**config.mk**
```make
export PLATFORM = sky130hd
export DESIGN_NAME = wwf_scale_div
export DESIGN_NICKNAME = d
export VERILOG_FILES = /design/src/design/wwf_pkg.sv /design/src/design/wwf_scale_div.sv
export SDC_FILE = /design/constraint.sdc
export NUM_CORES = 2
export LEC_CHECK = 0
export BUFFER_PORTS_ARGS = -buffer_cell sky130_fd_sc_hd__buf_2
export CORE_MARGIN = 2
export CORE_UTILIZATION = 36
export DETAILED_ROUTE_END_ITERATION = 7
export PLACE_DENSITY = 0.58
export SLEW_MARGIN = 20
export SYNTH_ARGS = -nofsm -noshare
export SYNTH_HDL_FRONTEND = slang
export SYNTH_SLANG_ARGS = --single-unit
```
**constraint.sdc**
```tcl
create_clock -name clock -period 14.04 [get_ports clock]
set_input_delay 0.702 -clock clock [delete_from_list [all_inputs] [get_ports clock]]
set_output_delay 0.702 -clock clock [all_outputs]
set_load 0.05 [all_outputs]
```
**src/design/wwf_pkg.sv**
```systemverilog
// Shared types and codes for the weighted water-fill allocator.
// No dependencies; wwf_scale_div and the allocator top level import this package.
package wwf_pkg;

   localparam int RATE_W   = 40;
   localparam int ID_W     = 16;
   localparam int WEIGHT_W = 28;
   localparam int STATUS_W = 3;

   // Command codes
   localparam logic [1:0] CMD_ADD    = 2'd0;
   localparam logic [1:0] CMD_REMOVE = 2'd1;
   localparam logic [1:0] CMD_ALLOC  = 2'd2;

   // Result status codes
   localparam logic [STATUS_W-1:0] ST_OK         = 3'd0;
   localparam logic [STATUS_W-1:0] ST_BAD_WEIGHT = 3'd1;
   localparam logic [STATUS_W-1:0] ST_ZERO_MAX   = 3'd2;
   localparam logic [STATUS_W-1:0] ST_MIN_OVER   = 3'd3;
   localparam logic [STATUS_W-1:0] ST_DUPLICATE  = 3'd4;
   localparam logic [STATUS_W-1:0] ST_FULL       = 3'd5;
   localparam logic [STATUS_W-1:0] ST_NO_ALLOC   = 3'd6;

   localparam logic [RATE_W-1:0] RATE_MAX = {RATE_W{1'b1}};

   typedef struct packed {
      logic [1:0]          cmd;
      logic [ID_W-1:0]     flow_id;
      logic [WEIGHT_W-1:0] weight;
      logic [RATE_W-1:0]   min_rate;
      logic [RATE_W-1:0]   max_rate;
      logic                has_max;
      logic [RATE_W-1:0]   total_rate;
      logic                estimate_ok;
   } req_type;

   typedef struct packed {
      logic [ID_W-1:0]     out_flow;
      logic [RATE_W-1:0]   target_rate;
      logic [STATUS_W-1:0] status;
      logic                last;
   } rsp_type;

   // One row of the flow table
   typedef struct packed {
      logic [ID_W-1:0]     id;
      logic [WEIGHT_W-1:0] weight;
      logic [RATE_W-1:0]   min_rate;
      logic [RATE_W-1:0]   max_rate;
      logic                limited;
   } entry_type;

   // Per-flow working state of an allocation
   typedef struct packed {
      logic [RATE_W-1:0] target;
      logic              open;
   } work_type;

endpackage

```
**src/design/wwf_scale_div.sv**
```systemverilog
// Multi-cycle unit computing floor(a * b / c) for b <= c.
// Depends on wwf_pkg. Two partial products, one add, then one quotient bit per cycle.
module wwf_scale_div
   import wwf_pkg::*;
#(
   parameter int SUM_W = 32
) (
   input  logic                clock,
   input  logic                reset,
   input  logic                start,
   input  logic [RATE_W-1:0]   a,
   input  logic [WEIGHT_W-1:0] b,
   input  logic [SUM_W-1:0]    c,
   output logic                done,
   output logic [RATE_W-1:0]   quotient
);

   localparam int HALF_W = RATE_W / 2;
   localparam int PP_W   = HALF_W + WEIGHT_W;
   localparam int PROD_W = RATE_W + WEIGHT_W;
   localparam int CNT_W  = $clog2(PROD_W + 1);

   localparam logic [2:0] P_IDLE = 3'd0;
   localparam logic [2:0] P_LO   = 3'd1;
   localparam logic [2:0] P_HI   = 3'd2;
   localparam logic [2:0] P_ADD  = 3'd3;
   localparam logic [2:0] P_DIV  = 3'd4;

   logic [2:0]          phase_ff, phase_in;
   logic [RATE_W-1:0]   a_ff, a_in;
   logic [WEIGHT_W-1:0] b_ff, b_in;
   logic [SUM_W-1:0]    c_ff, c_in;
   logic [PP_W-1:0]     plo_ff, plo_in;
   logic [PP_W-1:0]     phi_ff, phi_in;
   logic [PROD_W-1:0]   prod_ff, prod_in;
   logic [SUM_W-1:0]    rem_ff, rem_in;
   logic [CNT_W-1:0]    cnt_ff, cnt_in;
   logic                done_ff, done_in;
   logic [SUM_W:0]      shifted;
   logic                take;

   // Sequence multiply, add and restoring division
   always_comb begin
      phase_in = phase_ff;
      a_in     = a_ff;
      b_in     = b_ff;
      c_in     = c_ff;
      plo_in   = plo_ff;
      phi_in   = phi_ff;
      prod_in  = prod_ff;
      rem_in   = rem_ff;
      cnt_in   = cnt_ff;
      done_in  = 1'b0;
      shifted  = {rem_ff, prod_ff[PROD_W-1]};
      take     = (shifted >= {1'b0, c_ff});
      unique case (phase_ff)
         P_IDLE: begin
            if (start) begin
               a_in     = a;
               b_in     = b;
               c_in     = c;
               phase_in = P_LO;
            end
         end
         P_LO: begin
            plo_in   = PP_W'(a_ff[HALF_W-1:0]) * PP_W'(b_ff);
            phase_in = P_HI;
         end
         P_HI: begin
            phi_in   = PP_W'(a_ff[RATE_W-1:HALF_W]) * PP_W'(b_ff);
            phase_in = P_ADD;
         end
         P_ADD: begin
            prod_in  = (PROD_W'(phi_ff) << HALF_W) + PROD_W'(plo_ff);
            rem_in   = '0;
            cnt_in   = '0;
            phase_in = P_DIV;
         end
         P_DIV: begin
            if (take) begin
               rem_in = SUM_W'(shifted - {1'b0, c_ff});
            end else begin
               rem_in = shifted[SUM_W-1:0];
            end
            prod_in = {prod_ff[PROD_W-2:0], take};
            cnt_in  = cnt_ff + CNT_W'(1);
            if (cnt_ff == CNT_W'(PROD_W - 1)) begin
               done_in  = 1'b1;
               phase_in = P_IDLE;
            end
         end
         default: phase_in = P_IDLE;
      endcase
   end

   always_ff @(posedge clock) begin
      if (reset) begin
         phase_ff <= P_IDLE;
         done_ff  <= 1'b0;
      end else begin
         phase_ff <= phase_in;
         done_ff  <= done_in;
      end
      a_ff    <= a_in;
      b_ff    <= b_in;
      c_ff    <= c_in;
      plo_ff  <= plo_in;
      phi_ff  <= phi_in;
      prod_ff <= prod_in;
      rem_ff  <= rem_in;
      cnt_ff  <= cnt_in;
   end

   assign done     = done_ff;
   assign quotient = prod_ff[RATE_W-1:0];

endmodule

```
==> metrics.csv <==
metric;value;unit
grt_max_degree;63;
synth.distinct_cells;81;
worstRegToRegCells;24;
cp-end-kind;flop;
synthArstFlopShare;0;
syn_nets;6839;
layout-drive-gt1-share;0.0614;
worstMarginPinSlew;1.08;ns
ctsResizeCount;0;
max_slew_margin;0.282;
clock_latency;0.64;ns
fin_tns_setup;0;ns
fmax;126;MHz
synth_edf_count;303;
min_period;7.97;ns
finalInstanceArea;54900;um2
wl_per_cell;19.2;um
setup_violations;0;
finalCritPeriodShare;0.567;
viasPerCell;5.03;
globalRouteTotalUtil;0.197;
ant_nets;0;
num_rows;138;
clk_pin_slew;0.06;ns
dp_hpwl;102000;um
grt_pass1_wl;224000;um
dieArea;145000;um2
wl_met3;9110;um
syn_area_per_cell;9.42;um2
dr.pass1.iters;6;
finalHoldViolations;0;
outcome;finished, final reports clean;
area_delta_synth_final;7.26;%
cts-htree-levels;2;
boundaryPins;144;
portBuffers;143;
cts_buffers;43;
post_cts_buffers;0;
whs;0.246;ns
rsz0062_at_grt;false;
maxCapViolCount;0;
core_area;141000;um2
antenna_found_initial;4;
cts_tree;yes;
clkSinkCount;307;
synth_top_area_frac;0.364;
synth.yosys.seq_area_share;0.179;
met1_length;64400;um
ys_top_cells_by_area;fa_1, edfxtp_1, ha_1;
via_count;36600;
drt_iter0_markers;2513;
yosysWarnings;0;
crit_path_max_fanout;21;
min_from;b[24];
cts.path.max_buffers;3;
drv_slew;0;
arrival;8.34;ns
layout_commonest_cell;inv_1;
nNetsFinal;6768;
final_cell_mix;inv_1, fa_1, nand2_1;
r2r_end;plo_ff[41]$_DFFE_PP_;
r2r_setup_slack;6.07;ns
placed_area;53400;um2
route.detailed.drc;0;
gp_congestion;0.901;
skew;0.0367;ns
grt_pass1_vias;38900;
hold_end;b_ff[24]$_DFFE_PP_;
synth_ff_type;edfxtp_1;
timing.rr.start;b_ff[7]$_DFFE_PP_;
root_buffer;clkbuf_16;
dieHeight;381;um
yosys.area.top_type;fa_1;
syn_area;51100;um2
dr_wl_met2;61800;um
hp-class;in -> reg;
synth_seq_cells;307;
worstSetupStartpointType;flop;
worstSetupPathType;reg -> reg;
start_util;0.362;
topRoutingLayerUsed;met5;
drt_wl_total;140000;um
dieWidth;381;um
holdBufCountCts;0;
hold_depth;1;
required;14.41;ns
overflow;0;
syn_inst;5429;
-- routing by layer --
layer	track usage	vias up
li1	-	16500
met1	0.282	18700
met2	0.308	1229
met3	0.0298	208
met4	0.0584	4
met5	0	-
-- sequential cells by signal, indices dropped and copies added (netlist names) --
| register | cells |
|---|---|
| phase_ff | 3 |
| cnt_ff | 7 |
| phi_ff | 48 |
| rem_ff | 32 |
| a_ff | 40 |
| c_ff | 32 |
| plo_ff | 48 |
| done | 1 |
| prod_ff | 68 |
| b_ff | 28 |
-- worst max-delay path by stage --
| stage | start | end | slack (ns) | cells after the start |
|---|---|---|---|---|
| 2_1_floorplan | start | a_ff[0]$_DFFE_PP_ | 2.43 | 1 |
| 3_3_place_gp | b_ff[7]$_DFFE_PP_ | plo_ff[42]$_DFFE_PP_ | 6.24 | 24 |
| 3_5_place_dp | b_ff[7]$_DFFE_PP_ | plo_ff[41]$_DFFE_PP_ | 6.09 | 24 |
| 4_1_cts | b_ff[7]$_DFFE_PP_ | plo_ff[41]$_DFFE_PP_ | 6.08 | 24 |
| 5_1_grt | b_ff[7]$_DFFE_PP_ | plo_ff[41]$_DFFE_PP_ | 5.58 | 24 |
| 6_report | b_ff[7]$_DFFE_PP_ | plo_ff[41]$_DFFE_PP_ | 6.07 | 24 |
-- critical path, stage by stage, from the launching register on --
cell and delay, ns:
edfxtp_1 0.89, buf_4 0.46, nand2_1 0.13, fa_1 0.55, inv_1 0.05, fa_1 0.50, inv_1 0.05, fa_1 0.54
inv_1 0.05, fa_1 0.49, fa_1 0.42, fa_1 0.49, inv_1 0.05, fa_1 0.47, inv_1 0.04, ha_1 0.37
a21oi_1 0.24, o21bai_1 0.12, a221oi_1 0.36, a31oi_1 0.17, o22ai_1 0.52, o221ai_1 0.27, a21o_1 0.21, a21oi_1 0.17
xnor2_1 0.08
-- cells by family after synthesis --
| family | after synthesis | synth area share |
|---|---|---|
| AND/OR/NAND/NOR | 1681 | 0.158 |
| buffers and inverters | 1412 | 0.107 |
| adder cells (fa/ha/maj) | 1307 | 0.456 |
| AO/OA/AOI/OAI | 552 | 0.0696 |
| flip-flops | 307 | 0.179 |
| XOR/XNOR | 158 | 0.0271 |
| multiplexers | 12 | 0.00237 |
-- final cells by class --
cell class                 instances  area, um2
timing repair buffer             219       1310
inverter                        1077       4040
clock buffer                      50       1110
multi-input combinational       3710      36500
clock inverter                    29        324
tap                             1890       2360
antenna                            1       2.50
sequential                       307       9180
fill                           14300      86400
-- through the flow --
stage	worst slack, ns	cells	util
finish	6.07	7283	0.388
detailed placement	6.09	7200	0.378
CTS	6.08	7279	0.388
floorplan	2.43	5429	-
global placement	6.24	7200	0.378
global route	5.58	7282	0.388
-- synth_stat cells, types with 11 or more instances --
cell	n
edfxtp_1	303
buf_4	40
and2_1	505
mux2i_1	11
a21o_1	81
fa_1	930
inv_1	1077
nand3_1	42
buf_1	16
nor2_1	139
o31ai_1	18
o21ai_1	21
clkbuf_1	266
nor2b_1	20
o21ai_0	84
a31oi_1	19
and3_1	23
o21bai_1	20
a21oi_1	188
nand2_1	834
a211oi_1	19
xor2_1	62
nor3_1	23
nand4_1	31
o21a_1	16
ha_1	377
xnor2_1	96
buf_2	11
Power is left out: the tool's default activity adds up to more than one toggle a clock period on the data nets, which glitch-free logic cannot reach.
