[src/design/wwf_ram.sv]
// Generic single-port-write, single-port-read RAM with registered read data.
// No dependencies.
module wwf_ram #(
   parameter int WIDTH = 8,
   parameter int DEPTH = 16
) (
   input  logic                                   clock,
   input  logic                                   we,
   input  logic [(DEPTH > 1 ? $clog2(DEPTH) : 1)-1:0] waddr,
   input  logic [WIDTH-1:0]                       wdata,
   input  logic [(DEPTH > 1 ? $clog2(DEPTH) : 1)-1:0] raddr,
   output logic [WIDTH-1:0]                       rdata
);

   logic [WIDTH-1:0] mem_ff [DEPTH];
   logic [WIDTH-1:0] rdata_ff;

   // Write port and registered read port
   always_ff @(posedge clock) begin
      if (we) begin
         mem_ff[waddr] <= wdata;
      end
      rdata_ff <= mem_ff[raddr];
   end

   assign rdata = rdata_ff;

endmodule

[config.mk]
export PLATFORM = sky130hd
export DESIGN_NAME = wwf_ram
export DESIGN_NICKNAME = d
export VERILOG_FILES = /design/src/design/wwf_ram.sv
export SDC_FILE = /design/constraint.sdc
export NUM_CORES = 1
export LEC_CHECK = 0
export ABC_AREA = 1
export BUFFER_PORTS_ARGS = -buffer_cell sky130_fd_sc_hd__buf_4
export CORE_ASPECT_RATIO = 0.7
export CORE_MARGIN = 2
export CORE_UTILIZATION = 55
export CTS_CLUSTER_SIZE = 8
export DETAILED_ROUTE_END_ITERATION = 8
export HOLD_SLACK_MARGIN = 0.12
export PLACE_DENSITY = 0.76
export SLEW_MARGIN = 5
export SYNTH_ARGS = -nofsm -noshare
export SYNTH_HDL_FRONTEND = slang
export SYNTH_SLANG_ARGS = --single-unit
[constraint.sdc]
create_clock -name clock -period 1.1 [get_ports clock]
set_input_delay 0.11 -clock clock [delete_from_list [all_inputs] [get_ports clock]]
set_output_delay 0.11 -clock clock [all_outputs]
set_load 0.02 [all_outputs]
==> results of run 1 <==
[layout make-up]
cell class                 count  share of cell area [%]
sequential                   136                    57.6
multi-input combinational    289                    17.7
timing repair buffer          59                    7.77
clock buffer                  18                    6.17
inverter                     102                    5.50
clock inverter                14                    2.95
tap                          132                    2.37
[layer usage]
metal  up-vias  wire length, µm
li1       1885                -
met1      1977             5980
met2       205             6090
met3        28             1370
met4         0              246
met5         -                0
[metrics by stage]
stage	std cells	power, mW	setup WS, ns	utilization, %
6_report	750	12.8	0.0575	67.7
5_1_grt	750	13.1	0.00782	67.7
3_5_place_dp	709	6.76	-0.0607	60.5
3_3_place_gp	709	6.74	-0.0478	60.5
2_1_floorplan	551	6.38	0.0392	-
4_1_cts	750	12.8	0.0375	67.5
[flip-flops by register name, summed over array words and instances (netlist names)]
name / cells
mem_ff: 128
rdata: 8
[logic make-up after synthesis]
family / count (synthesis) / share of synthesized area [%]
and+or+nand+nor: 289 / 21.0
DFF: 136 / 69.4
buffers and inverters: 126 / 9.52
[how the worst max path moves through the flow]
| stage | to | slack [ns] | cells after the start |
|---|---|---|---|
| 2_1_floorplan | mem_ff[4][0]$_DFFE_PP_ | 0.04 | 2 |
| 6_report | rdata[1] | 0.06 | 1 |
| 3_3_place_gp | mem_ff[11][6]$_DFFE_PP_ | -0.05 | 4 |
| 5_1_grt | rdata[6]$_DFF_P_ | 0.008 | 6 |
| 4_1_cts | rdata[1] | 0.04 | 1 |
| 3_5_place_dp | mem_ff[8][6]$_DFFE_PP_ | -0.06 | 4 |
[placed cells by master, fill, tap and decap left out, drive strengths merged]
cell type / synthesis / layout
buf: 24 / 50
bufinv: 0 / 5
clkbuf: 0 / 18
clkinv: 0 / 5
clkinvlp: 0 / 4
dfxtp: 8 / 8
dlygate4sd3: 0 / 9
edfxtp: 128 / 128
inv: 102 / 102
nand2: 173 / 173
nand3: 97 / 97
nand3b: 2 / 2
nor2: 17 / 17
[worst min-delay path: cells and delay by family]
family	cells	cell delay [ns]
buf+inv	3	0.29
simple gates	3	0.20
[power by group through the flow]
| stage | Clock [mW] | Sequential, mW | Combinational [mW] |
|---|---|---|---|
| floorplan | 0 | 5.97 | 0.409 |
| global placement | 0 | 5.93 | 0.808 |
| detailed placement | 0 | 5.94 | 0.822 |
| CTS | 6.12 | 5.83 | 0.854 |
| global route | 6.36 | 5.84 | 0.938 |
| finish | 6.11 | 5.83 | 0.866 |
[timing repair]
item / in CTS / in global routing
resized for setup: 0 / 3
endpoints found under the setup margin: 0 / 2
hold buffers: 9 / 0
hold endpoints to repair: 136 / 0
==> flow_summary_export.csv, run 1 <==
group,metric,value,unit
run_status,outcome,"finished, final reports clean",
global_routing,use_met3,8.06,%
worst_hold_path,hold_start,"raddr[2]",
floorplanning,dieArea,11300,µm²
power,p_leak,3.03,nW
clock_network,clock_latency,0.42,ns
routing,drc,0,
setup_path,critical_path_class,"flop to output port",
routing,wl,13.7,mm
setup_path,r2r_cells,6,
worst_hold_path,min_to,"rdata[1]$_DFF_P_",
setup_path,cp_num_buf_inv,1,
power,p_sw_share,21.2,%
routing,first_pass_iters,6,
global_routing,use_met2,38.1,%
yosys,yosys-top-cells-area,"edfxtp_1 67%, nand2_1 11%, nand3_1 8.4%",
place,io_buffers,25,
floorplanning,num_io_pins,26,
yosys,synth_flop_cell,"edfxtp_1",
place,hpwlAfterDp,8.53,mm
sta,fin_crit_sh,94.8,%
sta,setup_viol,0,
power,p_int,10.1,mW
setup_path,rrSetupSlack,0.07,ns
floorplanning,start_util,56.1,%
setup_path,cp.arrival,0.93,ns
global_routing,grt_max_degree,43,
sta,fmaxAchievable,959,MHz
setup_path,path_cells,"buf_4",
yosys,yosysSeqAreaShare,69.4,%
power,power_density,1840,nW/µm²
yosys,synth_area,5770,µm²
floorplanning,die_y,89.7,µm
sta,worst_pin_slew,0.292,ns
worst_hold_path,hold_path_depth,6,
yosys,synth.avg_cell_area,10.5,µm²
clock_network,cts.sinks,136,
sta,fin_worst_skew,0.00498,ns
global_routing,antenna_found_initial,0,
sta,slew_headroom,80.5,%
setup_path,end_kind,"output port",
clock_network,cts_root_buf,"clkbuf_16",
power,p_comb_share,6.8,%
setup_path,cp.required,0.99,ns
clock_network,htreeDepth,4,
cells_and_area,layout-drive-gt1-share,13.4,%
yosys,synth.most_common_cell,"nand2_1",
cells_and_area,seq_area,4000,µm²
power,power_switching,2.72,mW
setup_path,path_max_fanout,1,
yosys,yosysWarnings,0,
power,vdd_drop_max,1510,µV
yosys,yosysTopAreaCell,"edfxtp_1",
power,pwr-share-seq,45.5,%
yosys,syn_inst,551,
routing,antenna_left,0,
yosys,ys_async_sr_fraction,0,%
cells_and_area,multi_input_area,1230,µm²
clock_network,cts.reportedPaths.clkPinSlew,0.06,ns
cells_and_area,area_growth,20.6,%
cells_and_area,fillers,741,
clock_network,postCtsSetupBuffers,0,
yosys,synth_commonest_cells,"173 x nand2_1, 128 x edfxtp_1, 100 x inv_1",
clock_network,cts_tree,"done",
floorplanning,fp.dieW,126,µm
sta,period_needed,1.04,ns
sta,hold_violations,0,
sta,rsz0062_at_grt,"no",
routing,wl_per_cell,18.2,µm
sta,fin_hold_ws,0.222,ns
setup_path,path_delay_family,"flip-flops",
global_routing,use_met1,36.6,%
setup_path,worst_path_max_delay_cell,"dfxtp_1",
routing,drt_first_iter_violations,563,
yosys,syn_nets,569,
global_routing,grt.overflow.total,0,
flow_run,cap_violations,0,
yosys,ys_types,12,
setup_path,critical_path.startpoint,"rdata[1]$_DFF_P_",
worst_hold_path,hold_path.class,"primary input to flop",
yosys,synth_top_cell_area_share,66.7,%
setup_path,worstSetupStartpointType,"flop",
routing,vias_per_cell,5.46,
place,place_area,6220,µm²
setup_path,slowest_delay,0.36,ns
cells_and_area,nNetsFinal,623,
global_routing,grt.total_usage,25.8,%
floorplanning,rows,31,
sta,final.setup.tns,0,ns
global_routing,grt_pass1_vias,3856,
clock_network,clock_path_buffers,2,
place,gp_congestion,0.983,
routing,vias,4095,
global_routing,busiest_layer,"met2",
clock_network,cts_buffers,17,
cells_and_area,fin_area,6960,µm²
yosys,synth-seq-cells,136,
power,p_clk_share,47.7,%
sta,drv_slew,0,
yosys,synth_edf_count,128,
global_routing,grt_pass1_wl,20.9,mm
setup_path,r2r_end,"rdata[6]$_DFF_P_",
floorplanning,coreArea,10300,µm²
setup_path,reg2reg_from,"mem_ff[0][6]$_DFFE_PP_",
cells_and_area,insertedDiodeCount,0,
No activity file was read; power rests on OpenSTA's default activity.
==> inputs of run 2 (changes only) <==
--- a/config.mk
+++ b/config.mk
@@ -14,6 +14,7 @@
 export DETAILED_ROUTE_END_ITERATION = 8
 export HOLD_SLACK_MARGIN = 0.12
 export PLACE_DENSITY = 0.76
+export RECOVER_POWER = 25
 export SLEW_MARGIN = 5
 export SYNTH_ARGS = -nofsm -noshare
 export SYNTH_HDL_FRONTEND = slang
==> flow_summary_export.csv, run 2 (synthesis gave the netlist of run 1 again) <==
group,metric,value,unit
run_status,outcome,"finished, final reports clean",
setup_path,path_delay_family,"flip-flops",
global_routing,use_met1,36.6,%
routing,vias_per_cell,5.45,
setup_path,reg2reg_from,"mem_ff[7][0]$_DFFE_PP_",
clock_network,cts_tree,"done",
cells_and_area,area_growth,20.0,%
cells_and_area,nNetsFinal,623,
routing,antenna_left,0,
setup_path,cp_num_buf_inv,1,
floorplanning,start_util,56.1,%
global_routing,use_met3,8.06,%
cells_and_area,top_register,"mem_ff",
setup_path,cp.arrival,0.93,ns
global_routing,grt_max_degree,43,
sta,setup_viol,0,
clock_network,postCtsSetupBuffers,0,
sta,fin_hold_ws,0.224,ns
place,io_buffers,25,
flow_run,cap_violations,0,
setup_path,worst_path_max_delay_cell,"dfxtp_1",
clock_network,cts.sinks,136,
place,place_area,6220,µm²
floorplanning,num_io_pins,26,
clock_network,htreeDepth,4,
routing,vias,4084,
sta,period_needed,1.04,ns
sta,hold_violations,0,
global_routing,use_met2,38.1,%
setup_path,worstSetupStartpointType,"flop",
worst_hold_path,hold_start,"raddr[2]",
power,power_density,1850,nW/µm²
place,gp_congestion,0.983,
setup_path,slowest_delay,0.36,ns
cells_and_area,fillers,747,
setup_path,path_cells,"buf_4",
sta,worst_pin_slew,0.533,ns
floorplanning,coreArea,10300,µm²
place,hpwlAfterDp,8.53,mm
global_routing,grt_pass1_wl,20.9,mm
floorplanning,rows,31,
clock_network,clock_path_buffers,2,
floorplanning,fp.dieW,126,µm
sta,slew_headroom,64.5,%
setup_path,path_max_fanout,1,
setup_path,cp.required,0.99,ns
global_routing,grt_pass1_vias,3856,
clock_network,cts.reportedPaths.clkPinSlew,0.06,ns
global_routing,grt.overflow.total,0,
cells_and_area,layout_commonest_cell,"nand2_1",
cells_and_area,fin_area,6920,µm²
clock_network,clock_latency,0.42,ns
routing,wl,13.7,mm
sta,final.setup.tns,0,ns
clock_network,cts_buffers,17,
global_routing,antenna_found_initial,0,
routing,drt_first_iter_violations,558,
sta,fin_worst_skew,0.00497,ns
global_routing,busiest_layer,"met2",
power,vdd_drop_max,1500,µV
floorplanning,dieArea,11300,µm²
setup_path,critical_path_class,"flop to output port",
floorplanning,die_y,89.7,µm
routing,drc,0,
sta,fmaxAchievable,963,MHz
setup_path,critical_path.startpoint,"rdata[1]$_DFF_P_",
routing,first_pass_iters,6,
sta,drv_slew,0,
global_routing,grt.total_usage,25.8,%
cells_and_area,largest_reg_flops,128,
sta,fin_crit_sh,94.4,%
power,p_leak,3.00,nW
setup_path,end_kind,"output port",
worst_hold_path,hold_path.class,"primary input to flop",
cells_and_area,mostFrequentLayoutCells,"173 x nand2_1, 128 x edfxtp_1, 100 x inv_1, 94 x nand3_1, 33 x buf_4",
clock_network,cts_root_buf,"clkbuf_16",
cells_and_area,insertedDiodeCount,0,
cells_and_area,layout-drive-gt1-share,12.3,%
sta,rsz0062_at_grt,"no",
routing,wl_per_cell,18.2,µm
## run 2: worst paths after layout
path	slack (ns)	depth (start not counted)	end
max reg2reg	0.06	6	rdata[0]$_DFF_P_
min	0.22	6	rdata[6]$_DFF_P_
max	0.06	1	rdata[1]
min reg2reg	0.68	6	rdata[3]$_DFF_P_
## run 2: repair_timing
item                                    in CTS  in global routing
resized for setup                            0                  3
hold buffers                                 9                  0
hold endpoints to repair                   136                  0
endpoints found under the setup margin       0                  2
## run 2: worst register-to-register path: stages, from the launching register on
cell and delay [ns]:
edfxtp_1 0.37, inv_1 0.07, nand2_1 0.07, nand3_1 0.11, nand3_1 0.11, nand3_2 0.12, nand2_1 0.08
## run 2: cell type report
type                       instances  area (µm²)  area share (%)
timing repair buffer              59         504            7.29
tap                              132         165            2.39
sequential                       136        4000            57.9
clock inverter                    14         205            2.97
multi-input combinational        289        1230            17.8
inverter                         102         383            5.53
clock buffer                      18         429            6.20
## run 2: report_power, final
part	switching (mW)	internal, mW
sequential	0.0370	5.79
combinational	0.565	0.290
clock	2.11	3.99
total	2.72	10.1
## run 2: through the flow
| step | std cells | util, % | setup WS, ns | power, mW |
|---|---|---|---|---|
| floorplan | 551 | - | 0.0392 | 6.38 |
| global placement | 709 | 60.5 | -0.0478 | 6.74 |
| detailed placement | 709 | 60.5 | -0.0607 | 6.76 |
| CTS | 750 | 67.5 | 0.0375 | 12.8 |
| global route | 750 | 67.3 | 0.00782 | 13.1 |
| finish | 750 | 67.3 | 0.0611 | 12.8 |
## run 2: metal layers
layer | wire (µm) | up-vias
met5 | 0 | -
li1 | - | 1885
met4 | 225 | 0
met1 | 5810 | 1937
met3 | 1560 | 23
met2 | 6070 | 239
==> inputs of run 3 (changes only) <==
--- a/config.mk
+++ b/config.mk
@@ -7,11 +7,13 @@
 export LEC_CHECK = 0
 export ABC_AREA = 1
 export BUFFER_PORTS_ARGS = -buffer_cell sky130_fd_sc_hd__buf_4
-export CORE_ASPECT_RATIO = 0.7
+export CORE_ASPECT_RATIO = 0.75
 export CORE_MARGIN = 2
 export CORE_UTILIZATION = 55
+export CTS_BUF_LIST = sky130_fd_sc_hd__clkbuf_4 sky130_fd_sc_hd__clkbuf_8 sky130_fd_sc_hd__clkbuf_16
 export CTS_CLUSTER_SIZE = 8
 export DETAILED_ROUTE_END_ITERATION = 8
+export GPL_TIMING_DRIVEN = 0
 export HOLD_SLACK_MARGIN = 0.12
 export PLACE_DENSITY = 0.76
 export RECOVER_POWER = 25
==> flow_summary_export.csv, run 3 (synthesis gave the netlist of run 1 again) <==
group,metric,value,unit
run_status,outcome,"complete, but fails checks",
run_status,violations,"negative setup slack",
global_routing,use_met2,36.2,%
cells_and_area,final_util,66.3,%
setup_path,end_kind,"flop",
routing,drc,0,
place,gp_congestion,0.884,
sta,layout_setup_ws,-0.0770,ns
routing,drt_first_iter_violations,440,
floorplanning,start_util,56.3,%
clock_network,postCtsSetupBuffers,0,
sta,fin_hold_ws,0.160,ns
routing,vias,3919,
cells_and_area,mostFrequentLayoutCells,"173 x nand2_1, 128 x edfxtp_1, 100 x inv_1, 96 x nand3_1, 21 x buf_4",
power,power_density,1810,nW/µm²
setup_path,path_max_fanout,8,
clock_network,htreeDepth,4,
clock_network,cts.reportedPaths.clkPinSlew,0.05,ns
global_routing,grt.overflow.total,0,
floorplanning,num_io_pins,26,
clock_network,cts.sinks,136,
setup_path,cp.required,1.13,ns
sta,fmaxAchievable,850,MHz
routing,wl_per_cell,18.4,µm
sta,slew_headroom,41.2,%
worst_hold_path,hold_path.class,"primary input to flop",
floorplanning,dieArea,11300,µm²
place,place_area,6100,µm²
routing,wl,13.8,mm
floorplanning,fp.dieW,122,µm
cells_and_area,insertedDiodeCount,0,
clock_network,cts_tree,"done",
floorplanning,coreArea,10200,µm²
clock_network,cts_buffers,17,
floorplanning,rows,32,
routing,vias_per_cell,5.23,
setup_path,cp.arrival,1.21,ns
global_routing,use_met3,8.31,%
cells_and_area,top_register,"mem_ff",
routing,first_pass_iters,5,
cells_and_area,fin_area,6800,µm²
clock_network,clock_latency,0.41,ns
cells_and_area,layout-drive-gt1-share,14.5,%
clock_network,cts_root_buf,"clkbuf_16",
cells_and_area,largest_reg_flops,128,
global_routing,antenna_found_initial,0,
sta,fin_worst_skew,0.00714,ns
global_routing,grt_pass1_vias,3668,
sta,rsz0062_at_grt,"yes",
global_routing,grt_max_degree,17,
sta,drv_slew,0,
clock_network,clock_path_buffers,2,
cells_and_area,area_growth,17.9,%
flow_run,cap_violations,0,
global_routing,use_met1,39.7,%
sta,hold_violations,0,
place,hpwlAfterDp,8.88,mm
setup_path,critical_path_class,"primary input to flop",
routing,antenna_left,0,
cells_and_area,nNetsFinal,619,
global_routing,grt.total_usage,26.5,%
global_routing,grt_pass1_wl,20.8,mm
place,io_buffers,22,
sta,fin_crit_sh,107,%
power,vdd_drop_max,1200,µV
setup_path,worstSetupStartpointType,"primary input",
sta,period_needed,1.18,ns
global_routing,busiest_layer,"met1",
sta,setup_viol,16,
floorplanning,die_y,92.7,µm
cells_and_area,layout_commonest_cell,"nand2_1",
sta,worst_pin_slew,0.879,ns
power,p_leak,2.97,nW
run 3: cell types whose count changed in the layout (fill, tap and decap cells not counted), sizes merged:
cell      previous run  this run
clkbuf              29        33
clkinv               5         2
clkinvlp             4         0
buf                 39        41
bufinv               5         2
run 3: worst paths after layout:
check	startpoint	end	slack, ns	depth (start not counted)
max	waddr[2]	mem_ff[10][2]$_DFFE_PP_	-0.08	3
min	raddr[3]	rdata[4]$_DFF_P_	0.16	3
max reg2reg	mem_ff[10][3]$_DFFE_PP_	rdata[3]$_DFF_P_	0.06	6
min reg2reg	mem_ff[9][5]$_DFFE_PP_	rdata[5]$_DFF_P_	0.70	6
run 3: worst max-delay path, cell delays in order:
cell and delay [ns]:
buf_4 0.12, nand3b_1 0.25, nor2_1 0.72
run 3: cell type report:
type	count	area (µm²)
buffer	24	166
clock buffer	28	520
clock inverter	4	70.1
fill	768	3450
inverter	102	383
multi-input combinational	289	1240
sequential	136	4000
tap	136	170
timing repair buffer	31	243
run 3: stage by stage:
stage	instances	setup slack, ns	power [mW]	setup TNS (ns)
after floorplan	551	0.0392	6.38	0
after global placement	709	-0.479	6.73	-47.60
after detailed placement	709	-0.531	6.74	-51.69
after CTS	750	-0.0458	12.3	-0.670
after global routing	750	-0.102	12.6	-1.48
final	750	-0.0770	12.3	-0.898
run 3: power by group:
| group | internal, mW | switching, mW |
|---|---|---|
| sequential | 5.80 | 0.0304 |
| clock | 3.67 | 1.93 |
| combinational | 0.273 | 0.578 |
run 3: routing by layer:
| metal | routed length, µm | share of wire, % | vias to the layer above |
|---|---|---|---|
| li1 | - | - | 1876 |
| met1 | 6050 | 44 | 1807 |
| met2 | 5800 | 42 | 218 |
| met3 | 1680 | 12 | 18 |
| met4 | 253 | 1.8 | 0 |
| met5 | 0 | 0 | - |
run 3: timing repair:
action / CTS / global route
setup endpoints to repair: 48 / 41
hold endpoints to repair: 129 / 0
resized for setup: 6 / 4
hold buffers: 9 / 0
